<file path="src/design/pid_with_error_and_output_clamp_assert.svh">
// Assertion macros used by the PID controller top level.
`ifndef PID_WITH_ERROR_AND_OUTPUT_CLAMP_ASSERT_SVH
`define PID_WITH_ERROR_AND_OUTPUT_CLAMP_ASSERT_SVH

// same-cycle implication, sampled on aclk, off during reset
`define PIDC_ASSERT_NOW(lbl, ante, cons) \
    lbl: assert property (@(posedge aclk) disable iff (!aresetn) (ante) |-> (cons)) \
        else $error("pidc assertion failed");

// next-cycle implication, sampled on aclk, off during reset
`define PIDC_ASSERT_NEXT(lbl, ante, cons) \
    lbl: assert property (@(posedge aclk) disable iff (!aresetn) (ante) |=> (cons)) \
        else $error("pidc assertion failed");

`endif

</file>
<file path="src/design/pidc_pkg.sv">
package pidc_pkg;

    localparam int SAMPLE_WIDTH_DEF   = 12;
    localparam int INTEGRAL_WIDTH_DEF = 24;

    localparam int GAIN_W      = 18;
    localparam int ELIM_W      = 11;
    localparam int OUT_W       = 16;
    localparam int CFG_DATA_W  = 18;
    localparam int CFG_IDX_W   = 3;
    localparam int ROUND_SHIFT = 8;

    localparam logic [GAIN_W-1:0]       KP_RESET       = 18'd1114;
    localparam logic [GAIN_W-1:0]       KI_RESET       = 18'd983;
    localparam logic [GAIN_W-1:0]       KD_RESET       = 18'd131;
    localparam logic [ELIM_W-1:0]       ERR_LIM_RESET  = 11'd300;
    localparam logic signed [OUT_W-1:0] OUT_MAX_RESET  = 16'sd20480;
    localparam logic signed [OUT_W-1:0] OUT_MIN_RESET  = -16'sd15360;

    typedef enum logic [CFG_IDX_W-1:0] {
        REG_SETPOINT    = 3'd0,
        REG_KP_GAIN     = 3'd1,
        REG_KI_GAIN     = 3'd2,
        REG_KD_GAIN     = 3'd3,
        REG_ERROR_LIMIT = 3'd4,
        REG_OUTPUT_MAX  = 3'd5,
        REG_OUTPUT_MIN  = 3'd6
    } cfg_index_t;

    typedef struct packed {
        logic [GAIN_W-1:0]       kp_gain;
        logic [GAIN_W-1:0]       ki_gain;
        logic [GAIN_W-1:0]       kd_gain;
        logic [ELIM_W-1:0]       error_limit;
        logic signed [OUT_W-1:0] output_max;
        logic signed [OUT_W-1:0] output_min;
    } pidc_cfg_t;

endpackage

</file>
<file path="src/design/pidc_err.sv">
module pidc_err import pidc_pkg::*; #(
    parameter int SAMPLE_WIDTH   = SAMPLE_WIDTH_DEF,
    parameter int INTEGRAL_WIDTH = INTEGRAL_WIDTH_DEF
) (
    input  logic                             aclk,
    input  logic                             aresetn,
    input  logic                             in_valid,
    output logic                             in_ready,
    input  logic signed [SAMPLE_WIDTH-1:0]   in_meas,
    input  logic                             in_clear,
    input  logic signed [SAMPLE_WIDTH-1:0]   setpoint,
    input  pidc_cfg_t                        cfg,
    output logic                             out_valid,
    input  logic                             out_ready,
    output logic signed [SAMPLE_WIDTH-1:0]   out_err,
    output logic signed [INTEGRAL_WIDTH-1:0] out_acc,
    output logic signed [SAMPLE_WIDTH:0]     out_derr
);

    localparam int DW = (SAMPLE_WIDTH > ELIM_W) ? SAMPLE_WIDTH + 2 : ELIM_W + 2;
    localparam int SW = SAMPLE_WIDTH;
    localparam int IW = INTEGRAL_WIDTH;
    localparam logic signed [DW-1:0]   SMAX = DW'((64'sd1 <<< (SW - 1)) - 64'sd1);
    localparam logic signed [DW-1:0]   SMIN = -SMAX - DW'(1);
    localparam logic signed [IW:0]     IMAX = (IW + 1)'((64'sd1 <<< (IW - 1)) - 64'sd1);
    localparam logic signed [IW:0]     IMIN = -IMAX - (IW + 1)'(1);

    logic                 valid_reg;
    logic signed [IW-1:0] sum_reg;
    logic signed [SW-1:0] prev_reg;
    logic signed [SW-1:0] err_reg;
    logic signed [IW-1:0] acc_reg;
    logic signed [SW:0]   derr_reg;

    logic signed [DW-1:0] diff;
    logic signed [DW-1:0] lim_pos;
    logic signed [DW-1:0] lim_neg;
    logic signed [DW-1:0] e_lim;
    logic signed [DW-1:0] e_sat;
    logic signed [SW-1:0] err_next;
    logic signed [IW-1:0] base;
    logic signed [IW:0]   acc_wide;
    logic signed [IW-1:0] acc_next;
    logic signed [SW:0]   derr_next;
    logic                 fire;

    assign in_ready = !valid_reg || out_ready;
    assign fire     = in_valid && in_ready;

    assign diff    = DW'(setpoint) - DW'(in_meas);
    assign lim_pos = $signed(DW'(cfg.error_limit));
    assign lim_neg = -lim_pos;

    always_comb begin
        if (diff > lim_pos) begin
            e_lim = lim_pos;
        end else if (diff < lim_neg) begin
            e_lim = lim_neg;
        end else begin
            e_lim = diff;
        end
        if (e_lim > SMAX) begin
            e_sat = SMAX;
        end else if (e_lim < SMIN) begin
            e_sat = SMIN;
        end else begin
            e_sat = e_lim;
        end
        err_next = e_sat[SW-1:0];

        base     = in_clear ? '0 : sum_reg;
        acc_wide = (IW + 1)'(base) + (IW + 1)'(err_next);
        if (acc_wide > IMAX) begin
            acc_next = IMAX[IW-1:0];
        end else if (acc_wide < IMIN) begin
            acc_next = IMIN[IW-1:0];
        end else begin
            acc_next = acc_wide[IW-1:0];
        end

        derr_next = (SW + 1)'(err_next) - (SW + 1)'(prev_reg);
    end

    always_ff @(posedge aclk) begin
        if (!aresetn) begin
            valid_reg <= 1'b0;
            sum_reg   <= '0;
            prev_reg  <= '0;
        end else if (fire) begin
            valid_reg <= 1'b1;
            sum_reg   <= acc_next;
            prev_reg  <= err_next;
        end else if (out_ready) begin
            valid_reg <= 1'b0;
        end
    end

    always_ff @(posedge aclk) begin
        if (fire) begin
            err_reg  <= err_next;
            acc_reg  <= acc_next;
            derr_reg <= derr_next;
        end
    end

    assign out_valid = valid_reg;
    assign out_err   = err_reg;
    assign out_acc   = acc_reg;
    assign out_derr  = derr_reg;

endmodule

</file>
<file path="src/design/pidc_mix.sv">
module pidc_mix import pidc_pkg::*; #(
    parameter int SAMPLE_WIDTH   = SAMPLE_WIDTH_DEF,
    parameter int INTEGRAL_WIDTH = INTEGRAL_WIDTH_DEF
) (
    input  logic                             aclk,
    input  logic                             aresetn,
    input  logic                             in_valid,
    output logic                             in_ready,
    input  logic signed [SAMPLE_WIDTH-1:0]   in_err,
    input  logic signed [INTEGRAL_WIDTH-1:0] in_acc,
    input  logic signed [SAMPLE_WIDTH:0]     in_derr,
    input  pidc_cfg_t                        cfg,
    output logic                             out_valid,
    input  logic                             out_ready,
    output logic signed [OUT_W-1:0]          out_drive,
    output logic                             out_clamped
);

    localparam int SW    = SAMPLE_WIDTH;
    localparam int IW    = INTEGRAL_WIDTH;
    localparam int PI_W  = GAIN_W + IW + 1;
    localparam int PD_W  = GAIN_W + SW + 2;
    localparam int PP_W  = GAIN_W + SW + 1;
    localparam int SUM_W = ((PI_W > PD_W) ? PI_W : PD_W) + 2;
    localparam int V_W   = SUM_W - ROUND_SHIFT;
    localparam logic signed [SUM_W-1:0] ROUND_BIAS = SUM_W'(1 << (ROUND_SHIFT - 1));

    logic                    valid_reg;
    logic signed [OUT_W-1:0] drive_reg;
    logic                    clamped_reg;

    logic signed [PP_W-1:0]  p_kp;
    logic signed [PI_W-1:0]  p_ki;
    logic signed [PD_W-1:0]  p_kd;
    logic signed [SUM_W-1:0] sum;
    logic signed [V_W-1:0]   v;
    logic signed [V_W-1:0]   hi;
    logic signed [V_W-1:0]   lo;
    logic signed [OUT_W-1:0] drive_next;
    logic                    clamped_next;
    logic                    fire;

    assign in_ready = !valid_reg || out_ready;
    assign fire     = in_valid && in_ready;

    assign p_kp = $signed({1'b0, cfg.kp_gain}) * in_err;
    assign p_ki = $signed({1'b0, cfg.ki_gain}) * in_acc;
    assign p_kd = $signed({1'b0, cfg.kd_gain}) * in_derr;
    assign sum  = SUM_W'(p_kp) + SUM_W'(p_ki) + SUM_W'(p_kd) + ROUND_BIAS;
    assign v    = sum[SUM_W-1:ROUND_SHIFT];
    assign hi   = V_W'(cfg.output_max);
    assign lo   = V_W'(cfg.output_min);

    always_comb begin
        if (v > hi) begin
            drive_next   = cfg.output_max;
            clamped_next = 1'b1;
        end else if (v < lo) begin
            drive_next   = cfg.output_min;
            clamped_next = 1'b1;
        end else begin
            drive_next   = v[OUT_W-1:0];
            clamped_next = 1'b0;
        end
    end

    always_ff @(posedge aclk) begin
        if (!aresetn) begin
            valid_reg <= 1'b0;
        end else if (fire) begin
            valid_reg <= 1'b1;
        end else if (out_ready) begin
            valid_reg <= 1'b0;
        end
    end

    always_ff @(posedge aclk) begin
        if (fire) begin
            drive_reg   <= drive_next;
            clamped_reg <= clamped_next;
        end
    end

    assign out_valid   = valid_reg;
    assign out_drive   = drive_reg;
    assign out_clamped = clamped_reg;

endmodule

</file>
<file path="src/design/pid_with_error_and_output_clamp.sv">
// An input transfer reaches its result through the input, error and output registers.
// Throughput: one sample per cycle unless stalled; integral and last error update per sample.
// Each stage holds while the next one is full and stalled; the input side stays ready otherwise.
// Reset (aresetn low, synchronous): pipeline emptied, integral and last error zeroed,
// configuration registers back to their defaults.
`include "pid_with_error_and_output_clamp_assert.svh"

module pid_with_error_and_output_clamp import pidc_pkg::*; #(
    parameter int SAMPLE_WIDTH   = SAMPLE_WIDTH_DEF,
    parameter int INTEGRAL_WIDTH = INTEGRAL_WIDTH_DEF
) (
    input  logic                                   aclk,
    input  logic                                   aresetn,
    input  logic                                   s_tvalid,
    output logic                                   s_tready,
    input  logic [((SAMPLE_WIDTH+7)/8)*8-1:0]      s_tdata,  // measurement
    input  logic [0:0]                             s_tuser,  // clear_integral
    output logic                                   m_tvalid,
    input  logic                                   m_tready,
    output logic [OUT_W-1:0]                       m_tdata,  // drive
    output logic [0:0]                             m_tuser,  // output_clamped
    input  logic                                   cfg_wen,
    input  logic [CFG_IDX_W-1:0]                   cfg_index,
    input  logic [CFG_DATA_W-1:0]                  cfg_wdata
);

    logic signed [SAMPLE_WIDTH-1:0]   setpoint_reg;
    pidc_cfg_t                        cfg_reg;

    logic                             a_valid_reg;
    logic signed [SAMPLE_WIDTH-1:0]   a_meas_reg;
    logic                             a_clear_reg;

    logic                             b_in_ready;
    logic                             b_valid;
    logic                             b_ready;
    logic signed [SAMPLE_WIDTH-1:0]   b_err;
    logic signed [INTEGRAL_WIDTH-1:0] b_acc;
    logic signed [SAMPLE_WIDTH:0]     b_derr;
    logic signed [OUT_W-1:0]          drive;
    logic                             clamped;

    always_ff @(posedge aclk) begin
        if (!aresetn) begin
            setpoint_reg        <= '0;
            cfg_reg.kp_gain     <= KP_RESET;
            cfg_reg.ki_gain     <= KI_RESET;
            cfg_reg.kd_gain     <= KD_RESET;
            cfg_reg.error_limit <= ERR_LIM_RESET;
            cfg_reg.output_max  <= OUT_MAX_RESET;
            cfg_reg.output_min  <= OUT_MIN_RESET;
        end else if (cfg_wen) begin
            case (cfg_index_t'(cfg_index))
                REG_SETPOINT:    setpoint_reg        <= cfg_wdata[SAMPLE_WIDTH-1:0];
                REG_KP_GAIN:     cfg_reg.kp_gain     <= cfg_wdata[GAIN_W-1:0];
                REG_KI_GAIN:     cfg_reg.ki_gain     <= cfg_wdata[GAIN_W-1:0];
                REG_KD_GAIN:     cfg_reg.kd_gain     <= cfg_wdata[GAIN_W-1:0];
                REG_ERROR_LIMIT: cfg_reg.error_limit <= cfg_wdata[ELIM_W-1:0];
                REG_OUTPUT_MAX:  cfg_reg.output_max  <= cfg_wdata[OUT_W-1:0];
                REG_OUTPUT_MIN:  cfg_reg.output_min  <= cfg_wdata[OUT_W-1:0];
                default: ;
            endcase
        end
    end

    // input register: hold while the error stage is stalled
    assign s_tready = !a_valid_reg || b_in_ready;

    always_ff @(posedge aclk) begin
        if (!aresetn) begin
            a_valid_reg <= 1'b0;
        end else if (s_tvalid && s_tready) begin
            a_valid_reg <= 1'b1;
        end else if (b_in_ready) begin
            a_valid_reg <= 1'b0;
        end
    end

    always_ff @(posedge aclk) begin
        if (s_tvalid && s_tready) begin
            a_meas_reg  <= s_tdata[SAMPLE_WIDTH-1:0];
            a_clear_reg <= s_tuser[0];
        end
    end

    pidc_err #(
        .SAMPLE_WIDTH   (SAMPLE_WIDTH),
        .INTEGRAL_WIDTH (INTEGRAL_WIDTH)
    ) u_err (
        .aclk      (aclk),
        .aresetn   (aresetn),
        .in_valid  (a_valid_reg),
        .in_ready  (b_in_ready),
        .in_meas   (a_meas_reg),
        .in_clear  (a_clear_reg),
        .setpoint  (setpoint_reg),
        .cfg       (cfg_reg),
        .out_valid (b_valid),
        .out_ready (b_ready),
        .out_err   (b_err),
        .out_acc   (b_acc),
        .out_derr  (b_derr)
    );

    pidc_mix #(
        .SAMPLE_WIDTH   (SAMPLE_WIDTH),
        .INTEGRAL_WIDTH (INTEGRAL_WIDTH)
    ) u_mix (
        .aclk        (aclk),
        .aresetn     (aresetn),
        .in_valid    (b_valid),
        .in_ready    (b_ready),
        .in_err      (b_err),
        .in_acc      (b_acc),
        .in_derr     (b_derr),
        .cfg         (cfg_reg),
        .out_valid   (m_tvalid),
        .out_ready   (m_tready),
        .out_drive   (drive),
        .out_clamped (clamped)
    );

    assign m_tdata    = drive;
    assign m_tuser[0] = clamped;

    `PIDC_ASSERT_NOW(a_stall_blocks_input, a_valid_reg && !b_in_ready, !s_tready)
    `PIDC_ASSERT_NEXT(b_stall_holds, b_valid && !b_ready, b_valid)
    `PIDC_ASSERT_NEXT(out_drains_empty, m_tvalid && m_tready && !b_valid, !m_tvalid)

endmodule
</file>
<file path="config.mk">
export PLATFORM = sky130hd
export DESIGN_NAME = pid_with_error_and_output_clamp
export DESIGN_NICKNAME = d
export VERILOG_FILES = /design/src/design/pidc_pkg.sv /design/src/design/pidc_err.sv /design/src/design/pidc_mix.sv /design/src/design/pid_with_error_and_output_clamp.sv
export VERILOG_INCLUDE_DIRS = /design/src /design/src/design
export SDC_FILE = /design/constraint.sdc
export NUM_CORES = 2
export LEC_CHECK = 0
export ABC_AREA = 1
export BUFFER_PORTS_ARGS = -buffer_cell sky130_fd_sc_hd__buf_2
export CORE_UTILIZATION = 61
export CTS_CLUSTER_SIZE = 24
export DETAILED_ROUTE_END_ITERATION = 8
export PLACE_DENSITY = 0.81
export SLEW_MARGIN = 40
export SYNTH_ARGS = -nofsm -noshare
export SYNTH_HDL_FRONTEND = slang
export SYNTH_HIERARCHICAL = 1
export SYNTH_SLANG_ARGS = --single-unit
</file>
<file path="constraint.sdc">
create_clock -name aclk -period 8.8 [get_ports aclk]
set_clock_uncertainty 0.15 [all_clocks]
set_input_delay 0.88 -clock aclk [delete_from_list [all_inputs] [get_ports aclk]]
set_output_delay 0.88 -clock aclk [all_outputs]
set_load 0.005 [all_outputs]
</file>
==> run summary <==
==================================================================================
Count of synthesis-stage warnings from yosys                                     6
Arrival time of data at the critical path endpoint                         9.66 ns
Data required time at the worst endpoint                                   9.11 ns
Vias per cell                                                                 5.38
Run status                                                            complete, but fails checks
Most numerous cell types in the synthesized netlist                   sky130_fd_sc_hd__inv_1 (1735), sky130_fd_sc_hd__nand2_1 (1391), sky130_fd_sc_hd__fa_1 (914), sky130_fd_sc_hd__ha_1 (406), sky130_fd_sc_hd__nor2_1 (336)
Fin. max-slew vios                                                               0
Core region area                                                         77500 µm²
CTS max path bufs                                                                3
H-tree Lvls                                                                      1
Number of cells on the worst reg-to-reg path                                    36
Post-synthesis instance total                                                 6082
Skew-Pair Late Insertion Delay                                             0.59 ns
Residual antenna-violating net count after detailed routing                      0
Largest driver fanout on the critical path                                      13
Total vias in the final route                                                40569
Combined area of the multi-input logic cells                             36300 µm²
Synthesis-stage register bit count                                             227
Post-synthesis area per instance                                          7.84 µm²
Clk sink count                                                                 227
Setup repair after global routing missed its margin                            yes
Transition time at the pin with the least slew margin                      1.21 ns
Post-layout instance count excluding filler cells                             7540
Detailed-route DRC error count                                                   0
Final Routed Wirelength                                                  138000 µm
Top achievable clock speed                                                 107 MHz
# nets final                                                                  7841
CTS tree                                                                       yes
Sum of overflow across all layers after global routing                           0
Starting utilization of the core area                                        61.6%
Share of the clock period used by the worst path after layout                 106%
Critical R2R Launch                                                   u_err/out_err[8]
Fraction of final layout cells sized beyond drive strength 1                 15.5%
Most used cell, CP                                                    sky130_fd_sc_hd__fa_1
Final core utilization                                                       72.1%
Sequential standard cell area                                             5350 µm²
Count of port buffers added during placement                                    57
Largest cells by area after synthesis                                 sky130_fd_sc_hd__fa_1 (38%), sky130_fd_sc_hd__inv_1 (14%), sky130_fd_sc_hd__nand2_1 (11%)
Largest net degree at the start of global routing                               75
Synthesized netlist net count                                                 7445
Initial drt markers                                                           3444
Die extent in x                                                             282 µm
Most instantiated library cell after synthesis                        sky130_fd_sc_hd__inv_1
Std-Cell Rows                                                                  102
Initial antenna violation count                                                  2
Max-cap violations                                                               0
Flip-flop count of the largest register, all copies and words added             97
Post-synth cell types                                                           56
Top flip-flop cell by instance count after synthesis                  sky130_fd_sc_hd__dfxtp_1
Number of enable-type register cells in the synthesized netlist                 79
Type of the worst min-delay path                                         in -> reg
Total setup violations reported at the end of the flow                          17
Crit Path Category                                                      reg -> reg
Startpoint of the lowest-slack hold path                                s_tdata[9]
Relative max-transition margin                                               19.5%
Number of buffers created by CTS                                                26
Final Hold Violating Endpoints                                                   0
Routed WL per cell                                                         18.3 µm
Die outline area                                                         79300 µm²
Clock transition at path regs                                              0.07 ns
Cts-stage hold buffer count                                                      0
Setup slack after placement                                              -0.746 ns
Vias in the first global route                                               42065
Sum Neg Setup Slack                                                       -8.98 ns
Proportion of synthesized chip area in sequential cells                      11.2%
I/O pin count                                                                   62
Final HPWL DP                                                            115000 µm
Master cell of the clock root buffer                                  sky130_fd_sc_hd__clkbuf_16
Area growth, synth to finish                                                 17.1%
Final weighted congestion in routability-driven placement                     1.01
Number of inserted filler cells in the final layout                           5513
Async set-or-reset flop fraction in the synthesized netlist                     0%
Fin crit period                                                            9.35 ns
Setup slack after layout                                                 -0.554 ns
Failing checks                                                        setup timing
First-pass DRT Iterations                                                        6
Delay of the slowest cell on the worst path                                0.67 ns
Global-route wire length before repair                                   216000 µm
Cell depth of the worst min-delay path                                           1
Cell total after placement                                                    7463
Vertical die dimension                                                      282 µm
Crit path launch type                                                    flip-flop
Synth Cell Area                                                          47700 µm²
Kind of end point of the critical path                                   flip-flop
Share of Yosys cell area claimed by the top area cell type                   38.4%
Leading area contributor after synthesis                              sky130_fd_sc_hd__fa_1
Worst Setup SP                                                        u_err/out_err[8]
Cell with the largest stage delay on the worst path                   sky130_fd_sc_hd__fa_1
Total track usage                                                            35.2%
==================================================================================
-- critical path, delay by kind of cell, from the launching register on --
family	cells	cell delay, ns
fa+ha+maj	11	5.37
xor+xnor	2	0.52
simple gates	12	1.23
buf+inv	7	0.74
flops	1	0.41
compound gates	4	0.78
-- layout make-up --
class	count	share of cell area, %
diodes	2	0.00896
clock buffers	34	1.31
clock inverters	14	0.228
inverters	1751	11.8
multi-input cells	3871	65.0
flip-flops and latches	227	9.57
well taps	1040	2.33
repair buffers	601	9.84
-- metal layers --
metal  up-vias  routed length [µm]  GRT usage, %
met2      1869               65500          58.4
met5         -                  36             0
met4         6                6260          13.0
met1     19910               52300          45.3
li1      18345                   -             -
met3       439               13700          7.94
-- final timing paths --
check	end	slack [ns]
worst min-delay path	a_meas_reg[9]	0.31
worst min register to register	cfg_reg[14]	0.32
worst max register to register	u_mix/out_drive[0]	-0.55
worst max-delay path	u_mix/out_drive[0]	-0.55
-- what timing repair did --
action | in CTS | in global routing
pin swaps | 25 | 113
hold endpoints to repair | 0 | 0
setup buffers | 3 | 21
gates cloned | 0 | 4
endpoints found under the setup margin | 17 | 17
gates resized for setup | 49 | 306
-- cells by family after synthesis --
logic type | after synthesis | share of synthesized area, %
simple gates | 2133 | 18.4
buf+inv | 1984 | 15.9
fa+ha+maj | 1320 | 49.0
compound gates | 329 | 3.81
flops | 227 | 11.2
xor+xnor | 89 | 1.67
-- placed cells by master, fill, tap and decap left out, types with 20 or more instances in the layout --
cell and count:
sky130_fd_sc_hd__nand3_1 257, sky130_fd_sc_hd__ha_4 37, sky130_fd_sc_hd__buf_12 79, sky130_fd_sc_hd__ha_1 368, sky130_fd_sc_hd__nor2_2 35, sky130_fd_sc_hd__dfxtp_1 140
sky130_fd_sc_hd__nand3_2 22, sky130_fd_sc_hd__nand2_2 55, sky130_fd_sc_hd__nor2_1 291, sky130_fd_sc_hd__inv_1 1714, sky130_fd_sc_hd__o21ai_0 61, sky130_fd_sc_hd__a21oi_2 20
sky130_fd_sc_hd__buf_2 56, sky130_fd_sc_hd__buf_4 445, sky130_fd_sc_hd__inv_2 34, sky130_fd_sc_hd__edfxtp_1 79, sky130_fd_sc_hd__clkbuf_16 31, sky130_fd_sc_hd__xnor2_1 24
sky130_fd_sc_hd__nand2_1 1348, sky130_fd_sc_hd__a21oi_1 149, sky130_fd_sc_hd__xor2_1 46, sky130_fd_sc_hd__nor2_4 27, sky130_fd_sc_hd__fa_1 884, sky130_fd_sc_hd__nand4_1 28
sky130_fd_sc_hd__o21ai_1 21, sky130_fd_sc_hd__fa_2 30
-- through the flow --
| step | hold WS [ns] | cell area (µm²) |
|---|---|---|
| floorplan | 0.279 | 47700 |
| global placement | 0.294 | 53100 |
| detailed placement | 0.303 | 53100 |
| CTS | 0.286 | 54300 |
| global route | 0.299 | 55900 |
| finish | 0.308 | 55900 |
Power is left out: the tool's default activity adds up to more than one toggle a clock period on the data nets, which glitch-free logic cannot reach.
